===== config.mk =====
export PLATFORM = sky130hd
export DESIGN_NAME = request_frame_packer_crc16
export DESIGN_NICKNAME = d
export VERILOG_FILES = /design/src/design/rfp_pkg.sv /design/src/design/rfp_front.sv /design/src/design/rfp_queue.sv /design/src/design/rfp_back.sv /design/src/design/request_frame_packer_crc16.sv
export SDC_FILE = /design/constraint.sdc
export NUM_CORES = 1
export LEC_CHECK = 0
export BUFFER_PORTS_ARGS = -buffer_cell sky130_fd_sc_hd__buf_2
export CORE_MARGIN = 3
export CORE_UTILIZATION = 40
export CTS_BUF_LIST = sky130_fd_sc_hd__clkbuf_2 sky130_fd_sc_hd__clkbuf_4 sky130_fd_sc_hd__clkbuf_8
export DETAILED_ROUTE_END_ITERATION = 7
export PLACE_DENSITY = 0.57
export SLEW_MARGIN = 20
export SYNTH_ARGS = -nofsm -noshare
export SYNTH_HDL_FRONTEND = slang
export SYNTH_HIERARCHICAL = 1
export SYNTH_SLANG_ARGS = --single-unit

===== constraint.sdc =====
create_clock -name clk -period 5.35 [get_ports clk]
set_input_delay 0.535 -clock clk [delete_from_list [all_inputs] [get_ports clk]]
set_output_delay 0.535 -clock clk [all_outputs]
set_load 0.005 [all_outputs]

===== src/design/rfp_pkg.sv =====
`timescale 1ns / 1ps
// ----------------------------------------------------------------------------
// rfp_pkg: shared types and constants of the request frame packer
// Queue entry layout between front and back, envelope byte constants.
// ----------------------------------------------------------------------------
package rfp_pkg;

	localparam logic [7:0] SYNC_A     = 8'h98;
	localparam logic [7:0] SYNC_B     = 8'hF3;
	localparam logic [7:0] TYPE_REQ   = 8'h5A;
	localparam logic [7:0] TERM_BYTE  = 8'hA5;
	localparam logic [7:0] LEN_OFFSET = 8'd11;
	localparam logic [15:0] CRC_INIT      = 16'hFFFF;
	localparam logic [15:0] CRC_XOROUT    = 16'hFFFF;
	localparam logic [15:0] CRC_POLY_REFL = 16'h8408;
	localparam int SERIAL_W = 48;

	typedef struct packed {
		logic       err;
		logic       hdr;
		logic       has_byte;
		logic       trl;
		logic [7:0] data;
		logic [7:0] olen;
	} entry_t;

endpackage


===== src/design/rfp_front.sv =====
`timescale 1ns / 1ps
// ----------------------------------------------------------------------------
// rfp_front: request classifier
// Accepts input items, tracks rejected requests, builds queue entries.
// ----------------------------------------------------------------------------
module rfp_front #(
	parameter int MAX_PAYLOAD = 244
) (
	input  logic            clk,
	input  logic            arst_n,
	input  logic            in_valid,
	output logic            in_stall,
	input  logic [7:0]      payload_byte,
	input  logic [7:0]      req_len,
	input  logic            is_first,
	input  logic            is_last,
	input  logic            no_payload,
	input  logic            q_full,
	output logic            q_push,
	output rfp_pkg::entry_t q_entry
);

	localparam logic [7:0] MaxLen = 8'(MAX_PAYLOAD);

	logic rejected_q;
	logic accept;
	logic len_bad;

	assign in_stall = q_full;
	assign accept   = in_valid && !q_full;
	assign len_bad  = req_len > MaxLen;

	always_comb begin
		q_entry          = '0;
		q_entry.data     = payload_byte;
		q_entry.olen     = req_len + rfp_pkg::LEN_OFFSET;
		q_entry.has_byte = !no_payload;
		q_entry.trl      = is_last;
		q_push           = 1'b0;
		if (is_first) begin
			q_entry.hdr = 1'b1;
			if (len_bad) begin
				q_entry          = '0;
				q_entry.err      = 1'b1;
			end
			q_push = accept;
		end else if (!rejected_q) begin
			q_push = accept && (!no_payload || is_last);
		end
	end

	always_ff @(posedge clk or negedge arst_n) begin
		if (!arst_n) begin
			rejected_q <= 1'b0;
		end else if (accept) begin
			if (is_first) begin
				rejected_q <= len_bad && !is_last;
			end else if (is_last) begin
				rejected_q <= 1'b0;
			end
		end
	end

endmodule


===== src/design/rfp_queue.sv =====
`timescale 1ns / 1ps
// ----------------------------------------------------------------------------
// rfp_queue: entry queue
// Small register queue between the classifier and the byte sequencer.
// ----------------------------------------------------------------------------
module rfp_queue #(
	parameter int DEPTH = 4
) (
	input  logic            clk,
	input  logic            arst_n,
	input  logic            push,
	input  rfp_pkg::entry_t push_entry,
	output logic            full,
	input  logic            pop,
	output logic            head_valid,
	output rfp_pkg::entry_t head_entry
);

	localparam int AW = (DEPTH > 1) ? $clog2(DEPTH) : 1;
	localparam int CW = $clog2(DEPTH + 1);
	localparam logic [AW-1:0] LastPtr = AW'(DEPTH - 1);
	localparam logic [CW-1:0] FullCnt = CW'(DEPTH);

	rfp_pkg::entry_t mem_q [DEPTH];
	logic [AW-1:0] wr_ptr_q;
	logic [AW-1:0] rd_ptr_q;
	logic [CW-1:0] count_q;

	assign full       = count_q == FullCnt;
	assign head_valid = count_q != '0;
	assign head_entry = mem_q[rd_ptr_q];

	always_ff @(posedge clk) begin
		if (push) begin
			mem_q[wr_ptr_q] <= push_entry;
		end
	end

	always_ff @(posedge clk or negedge arst_n) begin
		if (!arst_n) begin
			wr_ptr_q <= '0;
			rd_ptr_q <= '0;
			count_q  <= '0;
		end else begin
			if (push) begin
				wr_ptr_q <= (wr_ptr_q == LastPtr) ? '0 : wr_ptr_q + 1'b1;
			end
			if (pop) begin
				rd_ptr_q <= (rd_ptr_q == LastPtr) ? '0 : rd_ptr_q + 1'b1;
			end
			if (push && !pop) begin
				count_q <= count_q + 1'b1;
			end else if (pop && !push) begin
				count_q <= count_q - 1'b1;
			end
		end
	end

	a_no_push_full: assert property (@(posedge clk) disable iff (!arst_n)
		full |-> !push)
		else $error("push into full queue");
	a_no_pop_empty: assert property (@(posedge clk) disable iff (!arst_n)
		pop |-> head_valid)
		else $error("pop from empty queue");

endmodule


===== src/design/rfp_back.sv =====
`timescale 1ns / 1ps
// ----------------------------------------------------------------------------
// rfp_back: frame byte sequencer
// Expands queue entries into frame bytes, one per cycle while the output does not stall, with CRC-16/X.25.
// ----------------------------------------------------------------------------
module rfp_back (
	input  logic                          clk,
	input  logic                          arst_n,
	input  logic [rfp_pkg::SERIAL_W-1:0]  serial,
	input  logic                          head_valid,
	input  rfp_pkg::entry_t               head_entry,
	output logic                          pop,
	output logic                          out_valid,
	input  logic                          out_stall,
	output logic [7:0]                    out_byte,
	output logic                          frame_end,
	output logic                          too_long
);

	typedef enum logic [4:0] {
		ST_SYNC_A,
		ST_SYNC_B,
		ST_OLEN,
		ST_ZERO,
		ST_ONE,
		ST_HLEN,
		ST_TYPE,
		ST_SER0,
		ST_SER1,
		ST_SER2,
		ST_SER3,
		ST_SER4,
		ST_SER5,
		ST_DATA,
		ST_TERM,
		ST_CRC_LO,
		ST_CRC_HI,
		ST_ERR
	} step_t;

	function automatic logic [15:0] crc_byte(input logic [15:0] c_in, input logic [7:0] b);
		logic [15:0] c;
		c = c_in ^ {8'h00, b};
		for (int k = 0; k < 8; k++) begin
			c = c[0] ? ((c >> 1) ^ rfp_pkg::CRC_POLY_REFL) : (c >> 1);
		end
		return c;
	endfunction

	logic        busy_q;
	step_t       step_q;
	logic [15:0] crc_q;
	logic        out_valid_q;
	logic [7:0]  out_byte_q;
	logic        frame_end_q;
	logic        too_long_q;

	step_t       first_step;
	step_t       cur_step;
	step_t       next_step;
	logic        done;
	logic        can_emit;
	logic [7:0]  byte_val;
	logic [15:0] crc_out;
	logic [15:0] crc_base;

	assign first_step = head_entry.err      ? ST_ERR :
	                    head_entry.hdr      ? ST_SYNC_A :
	                    head_entry.has_byte ? ST_DATA : ST_TERM;
	assign cur_step = busy_q ? step_q : first_step;
	assign can_emit = head_valid && (!out_valid_q || !out_stall);
	assign pop      = can_emit && done;
	assign crc_out  = crc_q ^ rfp_pkg::CRC_XOROUT;
	assign crc_base = (cur_step == ST_OLEN) ? rfp_pkg::CRC_INIT : crc_q;

	always_comb begin
		next_step = ST_SYNC_A;
		done      = 1'b0;
		case (cur_step)
			ST_SER5: begin
				if (head_entry.has_byte) next_step = ST_DATA;
				else if (head_entry.trl) next_step = ST_TERM;
				else done = 1'b1;
			end
			ST_DATA: begin
				if (head_entry.trl) next_step = ST_TERM;
				else done = 1'b1;
			end
			ST_CRC_HI: done = 1'b1;
			ST_ERR:    done = 1'b1;
			default:   next_step = step_t'(cur_step + 5'd1);
		endcase
	end

	always_comb begin
		case (cur_step)
			ST_SYNC_A: byte_val = rfp_pkg::SYNC_A;
			ST_SYNC_B: byte_val = rfp_pkg::SYNC_B;
			ST_OLEN:   byte_val = head_entry.olen;
			ST_ZERO:   byte_val = 8'h00;
			ST_ONE:    byte_val = 8'h01;
			ST_HLEN:   byte_val = head_entry.olen ^ 8'h01;
			ST_TYPE:   byte_val = rfp_pkg::TYPE_REQ;
			ST_SER0:   byte_val = serial[7:0];
			ST_SER1:   byte_val = serial[15:8];
			ST_SER2:   byte_val = serial[23:16];
			ST_SER3:   byte_val = serial[31:24];
			ST_SER4:   byte_val = serial[39:32];
			ST_SER5:   byte_val = serial[47:40];
			ST_DATA:   byte_val = head_entry.data;
			ST_TERM:   byte_val = rfp_pkg::TERM_BYTE;
			ST_CRC_LO: byte_val = crc_out[7:0];
			ST_CRC_HI: byte_val = crc_out[15:8];
			default:   byte_val = 8'h00;
		endcase
	end

	always_ff @(posedge clk or negedge arst_n) begin
		if (!arst_n) begin
			busy_q      <= 1'b0;
			step_q      <= ST_SYNC_A;
			crc_q       <= rfp_pkg::CRC_INIT;
			out_valid_q <= 1'b0;
			out_byte_q  <= '0;
			frame_end_q <= 1'b0;
			too_long_q  <= 1'b0;
		end else if (can_emit) begin
			busy_q      <= !done;
			step_q      <= next_step;
			out_valid_q <= 1'b1;
			out_byte_q  <= byte_val;
			frame_end_q <= (cur_step == ST_CRC_HI) || (cur_step == ST_ERR);
			too_long_q  <= cur_step == ST_ERR;
			if (cur_step >= ST_OLEN && cur_step <= ST_TERM) begin
				crc_q <= crc_byte(crc_base, byte_val);
			end
		end else if (!out_stall) begin
			out_valid_q <= 1'b0;
		end
	end

	assign out_valid = out_valid_q;
	assign out_byte  = out_byte_q;
	assign frame_end = frame_end_q;
	assign too_long  = too_long_q;

	a_busy_has_entry: assert property (@(posedge clk) disable iff (!arst_n)
		busy_q |-> head_valid)
		else $error("sequencer mid-entry without queue head");
	a_err_ends: assert property (@(posedge clk) disable iff (!arst_n)
		out_valid_q && too_long_q |-> frame_end_q)
		else $error("error result without frame end");
	a_err_single: assert property (@(posedge clk) disable iff (!arst_n)
		can_emit && cur_step == ST_ERR |-> pop && !busy_q)
		else $error("error entry not finished in one step");

endmodule


===== src/design/request_frame_packer_crc16.sv =====
`timescale 1ns / 1ps
// ----------------------------------------------------------------------------
// request_frame_packer_crc16: length-prefixed request framer with CRC-16/X.25
// Input items carry payload bytes; output is the on-air frame, byte by byte.
// ----------------------------------------------------------------------------
// usage:
//   input channel in_valid/in_stall carries one payload item per transaction;
//   is_first on the first item emits the 13-byte header, is_last emits A5 and
//   the two crc bytes, no_payload suppresses the item's own byte.
//   output channel out_valid/out_stall carries one frame byte per transaction.
//   cfg channel cfg_valid/cfg_ready writes the six serial bytes; write it only
//   while no request is in flight.
// path: an accepted item enters the queue; its first byte is registered at the
//   output once it is at the queue head. throughput: one byte per cycle from the
//   sequencer while the queue holds an entry and the output does not stall.
// the input side runs ahead through a QUEUE_DEPTH entry queue and stalls only
//   when it is full; a too-long request gives one error byte and is dropped.
// reset: queue empty, crc FFFF, no rejected request, serial bytes zero.
// a stall on the output holds the current byte; the queue keeps filling.
// ----------------------------------------------------------------------------
module request_frame_packer_crc16 #(
	parameter int MAX_PAYLOAD = 244,
	parameter int QUEUE_DEPTH = 4
) (
	input  logic                         clk,
	input  logic                         arst_n,
	input  logic                         cfg_valid,
	output logic                         cfg_ready,
	input  logic [rfp_pkg::SERIAL_W-1:0] cfg_data,
	input  logic                         in_valid,
	output logic                         in_stall,
	input  logic [7:0]                   payload_byte,
	input  logic [7:0]                   req_len,
	input  logic                         is_first,
	input  logic                         is_last,
	input  logic                         no_payload,
	output logic                         out_valid,
	input  logic                         out_stall,
	output logic [7:0]                   out_byte,
	output logic                         frame_end,
	output logic                         too_long
);

	logic [rfp_pkg::SERIAL_W-1:0] serial_q;
	logic            q_full;
	logic            q_push;
	logic            q_pop;
	logic            q_head_valid;
	rfp_pkg::entry_t q_entry;
	rfp_pkg::entry_t q_head;

	assign cfg_ready = 1'b1;

	always_ff @(posedge clk or negedge arst_n) begin
		if (!arst_n) begin
			serial_q <= '0;
		end else if (cfg_valid) begin
			serial_q <= cfg_data;
		end
	end

	rfp_front #(
		.MAX_PAYLOAD(MAX_PAYLOAD)
	) u_front (
		.clk          (clk),
		.arst_n       (arst_n),
		.in_valid     (in_valid),
		.in_stall     (in_stall),
		.payload_byte (payload_byte),
		.req_len      (req_len),
		.is_first     (is_first),
		.is_last      (is_last),
		.no_payload   (no_payload),
		.q_full       (q_full),
		.q_push       (q_push),
		.q_entry      (q_entry)
	);

	rfp_queue #(
		.DEPTH(QUEUE_DEPTH)
	) u_queue (
		.clk        (clk),
		.arst_n     (arst_n),
		.push       (q_push),
		.push_entry (q_entry),
		.full       (q_full),
		.pop        (q_pop),
		.head_valid (q_head_valid),
		.head_entry (q_head)
	);

	rfp_back u_back (
		.clk        (clk),
		.arst_n     (arst_n),
		.serial     (serial_q),
		.head_valid (q_head_valid),
		.head_entry (q_head),
		.pop        (q_pop),
		.out_valid  (out_valid),
		.out_stall  (out_stall),
		.out_byte   (out_byte),
		.frame_end  (frame_end),
		.too_long   (too_long)
	);

endmodule

==> results of run 1 <==
==> critical path, cell delays in order, from the launching register on <==
cell       delay (ns)
dfrtp_1          0.67
mux4_2           0.68
nor4_1           0.40
a21o_1           0.20
inv_1            0.08
ha_1             0.38
a222oi_1         0.44
o221ai_1         0.16
nand3b_1         0.22
a2111oi_0        0.63
buf_4            0.23
xnor3_2          0.28
xnor2_1          0.14
o21ai_1          0.13
==> power groups by stage <==
stage	combinational, mW	clock [mW]	sequential (mW)
6_report	3.00	0.915	1.99
4_1_cts	3.01	0.940	1.99
2_1_floorplan	2.42	0	1.88
5_1_grt	3.26	1.00	2.03
3_3_place_gp	2.94	0	2.01
3_5_place_dp	3.00	0	2.02
==> cell usage after synthesis, drive strengths merged, types with 8 or more instances <==
library cell | n | share of area
nand2 | 49 | 0.022
dfstp | 16 | 0.050
a21oi | 16 | 0.011
buf | 21 | 0.018
clkbuf | 10 | 0.0045
inv | 19 | 0.0085
and2 | 18 | 0.013
nor2 | 40 | 0.019
o21ai | 40 | 0.026
nand3 | 12 | 0.0071
nor2b | 8 | 0.0065
ha | 12 | 0.018
dfrtp | 73 | 0.22
mux4 | 20 | 0.054
mux2 | 53 | 0.080
edfxtp | 80 | 0.28
a22oi | 9 | 0.0080
xnor2 | 25 | 0.029
==> layout make-up <==
type,count,area (um2),area share
clock inverters,14,154,0.0163
multi-input cells,411,3520,0.372
clock buffers,18,248,0.0262
inverters,19,71.3,0.00754
repair buffers,90,475,0.0503
flip-flops and latches,169,4650,0.492
well taps,270,338,0.0357
==> registers in the layout, indices dropped and copies added (netlist names), 2 cells and up <==
| name | count |
|---|---|
| u_queue/mem_q | 80 |
| u_back/step_q | 5 |
| u_queue/wr_ptr_q | 2 |
| u_back/crc_q | 16 |
| u_queue/rd_ptr_q | 2 |
| u_queue/count_q | 3 |
| u_back/out_byte | 8 |
| serial_q | 48 |
==> final timing paths <==
check	start	endpoint	slack, ns	cells after the start
setup / recovery	u_queue/rd_ptr_q[0]$_DFFE_PN0P_	u_back/crc_q[0]$_DFFE_PN1P_	0.64	13
hold / removal	cfg_data[44]	serial_q[44]$_DFFE_PN0P_	0.29	2
hold reg to reg	u_back/crc_q[2]$_DFFE_PN1P_	u_back/crc_q[2]$_DFFE_PN1P_	0.48	2
setup reg to reg	u_queue/rd_ptr_q[0]$_DFFE_PN0P_	u_back/crc_q[0]$_DFFE_PN1P_	0.64	13
min in group asynchronous	arst_n	serial_q[3]$_DFFE_PN0P_	0.56	2
max in group asynchronous	arst_n	u_front/rejected_q$_DFFE_PN0P_	3.70	3
==> logic make-up (layout without fill, tap and decap cells) <==
kind of cell / Yosys count / after routing
XOR/XNOR: 33 / 33
buffers and inverters: 50 / 141
other: 1 / 1
AO/OA/AOI/OAI: 124 / 124
multiplexers: 74 / 74
AND/OR/NAND/NOR: 166 / 166
flip-flops: 169 / 169
adder cells (fa/ha/maj): 13 / 13
==> per-layer routing <==
layer	vias to the layer above	routed length, um
met2	116	9930
met5	-	0
met1	2668	8250
met4	0	419
met3	27	983
li1	2508	-
==> reports/metrics.yaml, run 1 <==
critical_path:
  crit_fanout: 13
  crit_path_start_kind: "flip-flop"
  crit_type: "flip-flop to flip-flop"
  worstPathArrival_ns: 5.11
  required_ns: 5.75
  worstSetupEndpointType: "flip-flop"
synthesis:
  async_flop_share: 0.527
  yosys.area_share.adder: 0.0202
  syn_area_mm2: 0.00843
  synth_cell_types: 94
  yosysSeqAreaShare: 0.551
  synth_compound_area_frac: 0.107
  yosys.area_share.xor_xnor: 0.0423
  yosys.area_share.simple: 0.112
  synth_cells: 630
  muxShareOfSynthArea: 0.135
  ys_seq_elements: 169
  ys_dominant_reg_cell: "edfxtp_1"
  synth_area_per_cell_um2: 13.4
  synthesis.nets: 715
  yosys_warnings: 6
  synth_top_family_by_area: "multiplexers"
  synth-edff-count: 80
clock_tree:
  cts.sinks: 169
  numCtsBuffers: 17
  cts.htree.levels: 4
  cts_tree: "built"
  hold_buffers: 1
  cts_resized: 0
  insertion_delay_ns: 0.47
  cts.clk_slew.worst_paths_ns: 0.10
  cts_setup_buffers: 0
  clockBufferDepth: 2
  clockRootBuffer: "clkbuf_8"
global_routing:
  grt_max_degree: 57
  grt-ovfl-total: 0
  top_usage_layer: "met2"
  grt_antenna_before_repair: 0
  grt_pass1_wl_mm: 30.8
  grt_util_all_layers: 0.178
  global_route.usage.met3: 0.0455
  use_met2: 0.303
  grt_pass1_vias: 5526
  use_met1: 0.220
sta:
  holdWs_ns: 0.289
  hold_viol: 0
  relSlewSlack: 0.262
  slew_viol_final: 0
  finClkSkew_ns: 0.0140
  rsz0062_at_grt: "false"
  min_period_ns: 4.71
  fin_tns_setup_ns: 0
  worstMarginPinSlew_ns: 1.11
  setup_ws_ns: 0.640
  fmax_mhz: 212
  fin_crit_sh: 0.880
  setup_viol: 0
pwr:
  combPwrFrac: 0.508
  clock_power_share: 0.155
  internal-power_mw: 3.52
  ir_worst_vdd_mv: 0.277
  p_per_area_mw_per_mm2: 624
  totalPowerFinal_mw: 5.90
  seqPwrFrac: 0.337
  leakagePower_nw: 3.76
  netSwitchingFraction: 0.404
  p_switching_mw: 2.38
cells_and_area:
  antenna-diode-count: 0
  drive_gt1_frac: 0.336
  area_growth_pct: 12.2
  stdcell_area_mm2: 0.00946
  fin_cells: 991
  fin_util: 0.462
  mostFrequentLayoutCells: "buf_2 (81), edfxtp_1 (80), dfrtp_1 (73), nand2_1 (48), nor2_1 (37)"
  final_common_cell: "buf_2"
  fillers: 1867
  finalNetCount: 793
detailed_routing:
  vias: 5319
  firstDrtPassIters: 5
  postRouteAntennaNets: 0
  drtIter0Drc: 332
  remaining_drc_errors: 0
  viasPerCell: 5.37
  wirelength_mm: 19.6
  wl_per_cell_um: 19.8
die:
  fp.coreArea_mm2: 0.0205
  die_w_um: 151
  die_h_um: 151
  fp-row-count: 52
  dieArea_mm2: 0.0229
  ios: 85
  start_util: 0.411
job:
  maxCapViolCount: 0
outcome:
  status: "finished clean"
place:
  globalplace.congestion: 0.878
  placed_cell_area_mm2: 0.00905
  pre_cts_ws_ns: 0.591
  dp.cells: 958
  hpwl_mm: 14.3
  io_buffers: 83
hold_path:
  hold_path.class: "input port to flip-flop"
(Power assumes the default switching activity.)
==> run 2: changes to the inputs <==
--- a/config.mk
+++ b/config.mk
@@ -5,13 +5,13 @@
 export SDC_FILE = /design/constraint.sdc
 export NUM_CORES = 1
 export LEC_CHECK = 0
-export BUFFER_PORTS_ARGS = -buffer_cell sky130_fd_sc_hd__buf_2
+export BUFFER_PORTS_ARGS = -buffer_cell sky130_fd_sc_hd__clkbuf_2
 export CORE_MARGIN = 3
 export CORE_UTILIZATION = 40
 export CTS_BUF_LIST = sky130_fd_sc_hd__clkbuf_2 sky130_fd_sc_hd__clkbuf_4 sky130_fd_sc_hd__clkbuf_8
 export DETAILED_ROUTE_END_ITERATION = 7
-export PLACE_DENSITY = 0.57
-export SLEW_MARGIN = 20
+export PLACE_DENSITY = 0.59
+export SLEW_MARGIN = 10
 export SYNTH_ARGS = -nofsm -noshare
 export SYNTH_HDL_FRONTEND = slang
 export SYNTH_HIERARCHICAL = 1
==> constraint.sdc (replaced) <==
create_clock -name clk -period 4.2 [get_ports clk]
set_input_delay 0.42 -clock clk [delete_from_list [all_inputs] [get_ports clk]]
set_output_delay 0.42 -clock clk [all_outputs]
set_load 0.005 [all_outputs]
==> run 2 against run 1 <==
Compared with the run above: die area did not move; hold slack got worse by 0.27 ns; critical path depth rose by 1; combinational power rose by 38%; core utilization rose by 0.82 points; global-route usage rose by 0.96 points; clock skew rose by 0.00079 ns; sequential power rose by 24%; cell count rose by 1.5%; non-clock buffer count rose by 15; count of clock-buffer cells in the layout did not move; clock power rose by 43%; critical path type unchanged; largest cell class unchanged.
==> reports/metrics.yaml, run 2 (synthesis results as in run 1) <==
outcome:
  status: "finished clean"
clock_tree:
  cts.htree.levels: 4
  cts.sinks: 169
  cts_setup_buffers: 0
  clockRootBuffer: "clkbuf_8"
  cts_tree: "built"
  insertion_delay_ns: 0.46
  numCtsBuffers: 17
  clockBufferDepth: 2
  cts.clk_slew.worst_paths_ns: 0.09
sta:
  relSlewSlack: 0.252
  holdWs_ns: 0.0147
  hold_viol: 0
  finClkSkew_ns: 0.0148
  fin_crit_sh: 0.947
  rsz0062_at_grt: "false"
  worstMarginPinSlew_ns: 1.12
  min_period_ns: 3.98
  fmax_mhz: 252
  fin_tns_setup_ns: 0
  slew_viol_final: 0
  setup_viol: 0
place:
  globalplace.congestion: 0.899
  io_buffers: 83
  placed_cell_area_mm2: 0.00917
  hpwl_mm: 14.8
critical_path:
  slowest_stage: "mux4_2"
  cp.depth: 14
  r2r_cells: 14
  worstPathCellList: "mux4_2, nand2b_1, a21oi_4, inv_1, buf_4, ha_2, a222oi_1, o221ai_1, nand3b_1, a2111oi_2, buf_4, xnor3_2, xnor2_1, o21ai_1"
  crit_type: "flip-flop to flip-flop"
  r2r_setup_slack_ns: 0.22
  cpMostUsedCell: "buf_4"
  worstPathArrival_ns: 4.37
  required_ns: 4.59
  crit_path_start_kind: "flip-flop"
  critical_path_buf_inv_count: 3
  rr_startpoint: "u_queue/rd_ptr_q[0]$_DFFE_PN0P_"
  worstSetupEndpointType: "flip-flop"
  slowest_delay_ns: 0.59
  crit_family: "compound AO/OA/AOI/OAI gates"
  crit_fanout: 11
  r2r_end: "u_back/crc_q[0]$_DFFE_PN1P_"
global_routing:
  grt_antenna_before_repair: 0
  grt_pass1_vias: 5734
  grt_util_all_layers: 0.188
  grt_max_degree: 60
  grt_pass1_wl_mm: 32.3
  grt-ovfl-total: 0
die:
  fp-row-count: 52
  dieArea_mm2: 0.0229
  start_util: 0.411
  fp.coreArea_mm2: 0.0205
  die_h_um: 151
  ios: 85
  die_w_um: 151
detailed_routing:
  drtIter0Drc: 370
  viasPerCell: 5.36
  remaining_drc_errors: 0
  wl_per_cell_um: 20.2
  postRouteAntennaNets: 0
  firstDrtPassIters: 5
  wirelength_mm: 20.3
  vias: 5388
cells_and_area:
  area_growth_pct: 14.2
  reg.largest.list: "u_queue/mem_q (80), serial_q (48), u_back/crc_q (16)"
  fin_util: 0.470
  largest_reg_flops: 80
  final_common_cell: "clkbuf_2"
  regMostFlops: "u_queue/mem_q"
  antenna-diode-count: 0
  stdcell_area_mm2: 0.00963
  drive_gt1_frac: 0.359
  fillers: 1847
  finalNetCount: 808
  mostFrequentLayoutCells: "clkbuf_2 (82), edfxtp_1 (80), dfrtp_1 (72), nand2_1 (48), nor2_1 (37)"
pwr:
  leakagePower_nw: 3.86
  totalPowerFinal_mw: 7.90
  p_per_area_mw_per_mm2: 821
  ir_worst_vdd_mv: 0.453
job:
  maxCapViolCount: 0
hold_path:
  hold_path.class: "input port to async pin"
[run 2: how the worst max path moves through the flow]
stage	startpoint	endpoint	slack, ns
after CTS	u_queue/rd_ptr_q[0]$_DFFE_PN0P_	u_back/crc_q[1]$_DFFE_PN1P_	0.04
after detailed placement	u_queue/rd_ptr_q[0]$_DFFE_PN0P_	u_back/crc_q[0]$_DFFE_PN1P_	-0.17
after global routing	u_queue/rd_ptr_q[0]$_DFFE_PN0P_	u_back/crc_q[7]$_DFFE_PN1P_	0.05
after global placement	u_queue/rd_ptr_q[0]$_DFFE_PN0P_	u_back/crc_q[7]$_DFFE_PN1P_	-0.03
final	u_queue/rd_ptr_q[0]$_DFFE_PN0P_	u_back/crc_q[0]$_DFFE_PN1P_	0.22
after floorplan	u_queue/rd_ptr_q[0]$_DFFE_PN0P_	u_queue/count_q[1]$_DFFE_PN0P_	0.12
[run 2: per-layer routing]
layer,vias to the layer above,global-route usage,wire length (um)
met3,43,0.0437,979
met4,0,0.0830,721
met1,2656,0.237,8830
met2,157,0.308,9790
met5,-,0,0
li1,2532,-,-
[run 2: cell type report]
class / instances / area [um2] / share of cell area
flip-flops and latches: 169 / 4650 / 0.483
multi-input cells: 411 / 3540 / 0.367
repair buffers: 105 / 583 / 0.0606
well taps: 270 / 338 / 0.0351
clock buffers: 18 / 241 / 0.0251
clock inverters: 14 / 206 / 0.0214
inverters: 19 / 71.3 / 0.00741
[run 2: where the power goes]
part,total (mW),switching [mW],leakage [nW],internal (mW)
clock network,1.31,0.636,0.222,0.670
logic,4.13,2.20,1.87,1.93
registers,2.47,0.273,1.77,2.20
total,7.90,3.11,3.86,4.80
[run 2: metrics by stage]
| stage | setup slack [ns] | std cells |
|---|---|---|
| floorplan | 0.123 | 630 |
| global placement | -0.0311 | 974 |
| CTS | 0.0417 | 1006 |
| detailed placement | -0.165 | 974 |
| finish | 0.224 | 1006 |
| global route | 0.0493 | 1006 |
[run 2: timing repair]
item,4_1_cts,5_1_grt
resized for setup,2,4
pin swaps,0,1
setup endpoints to repair,3,9
hold buffers,0,0
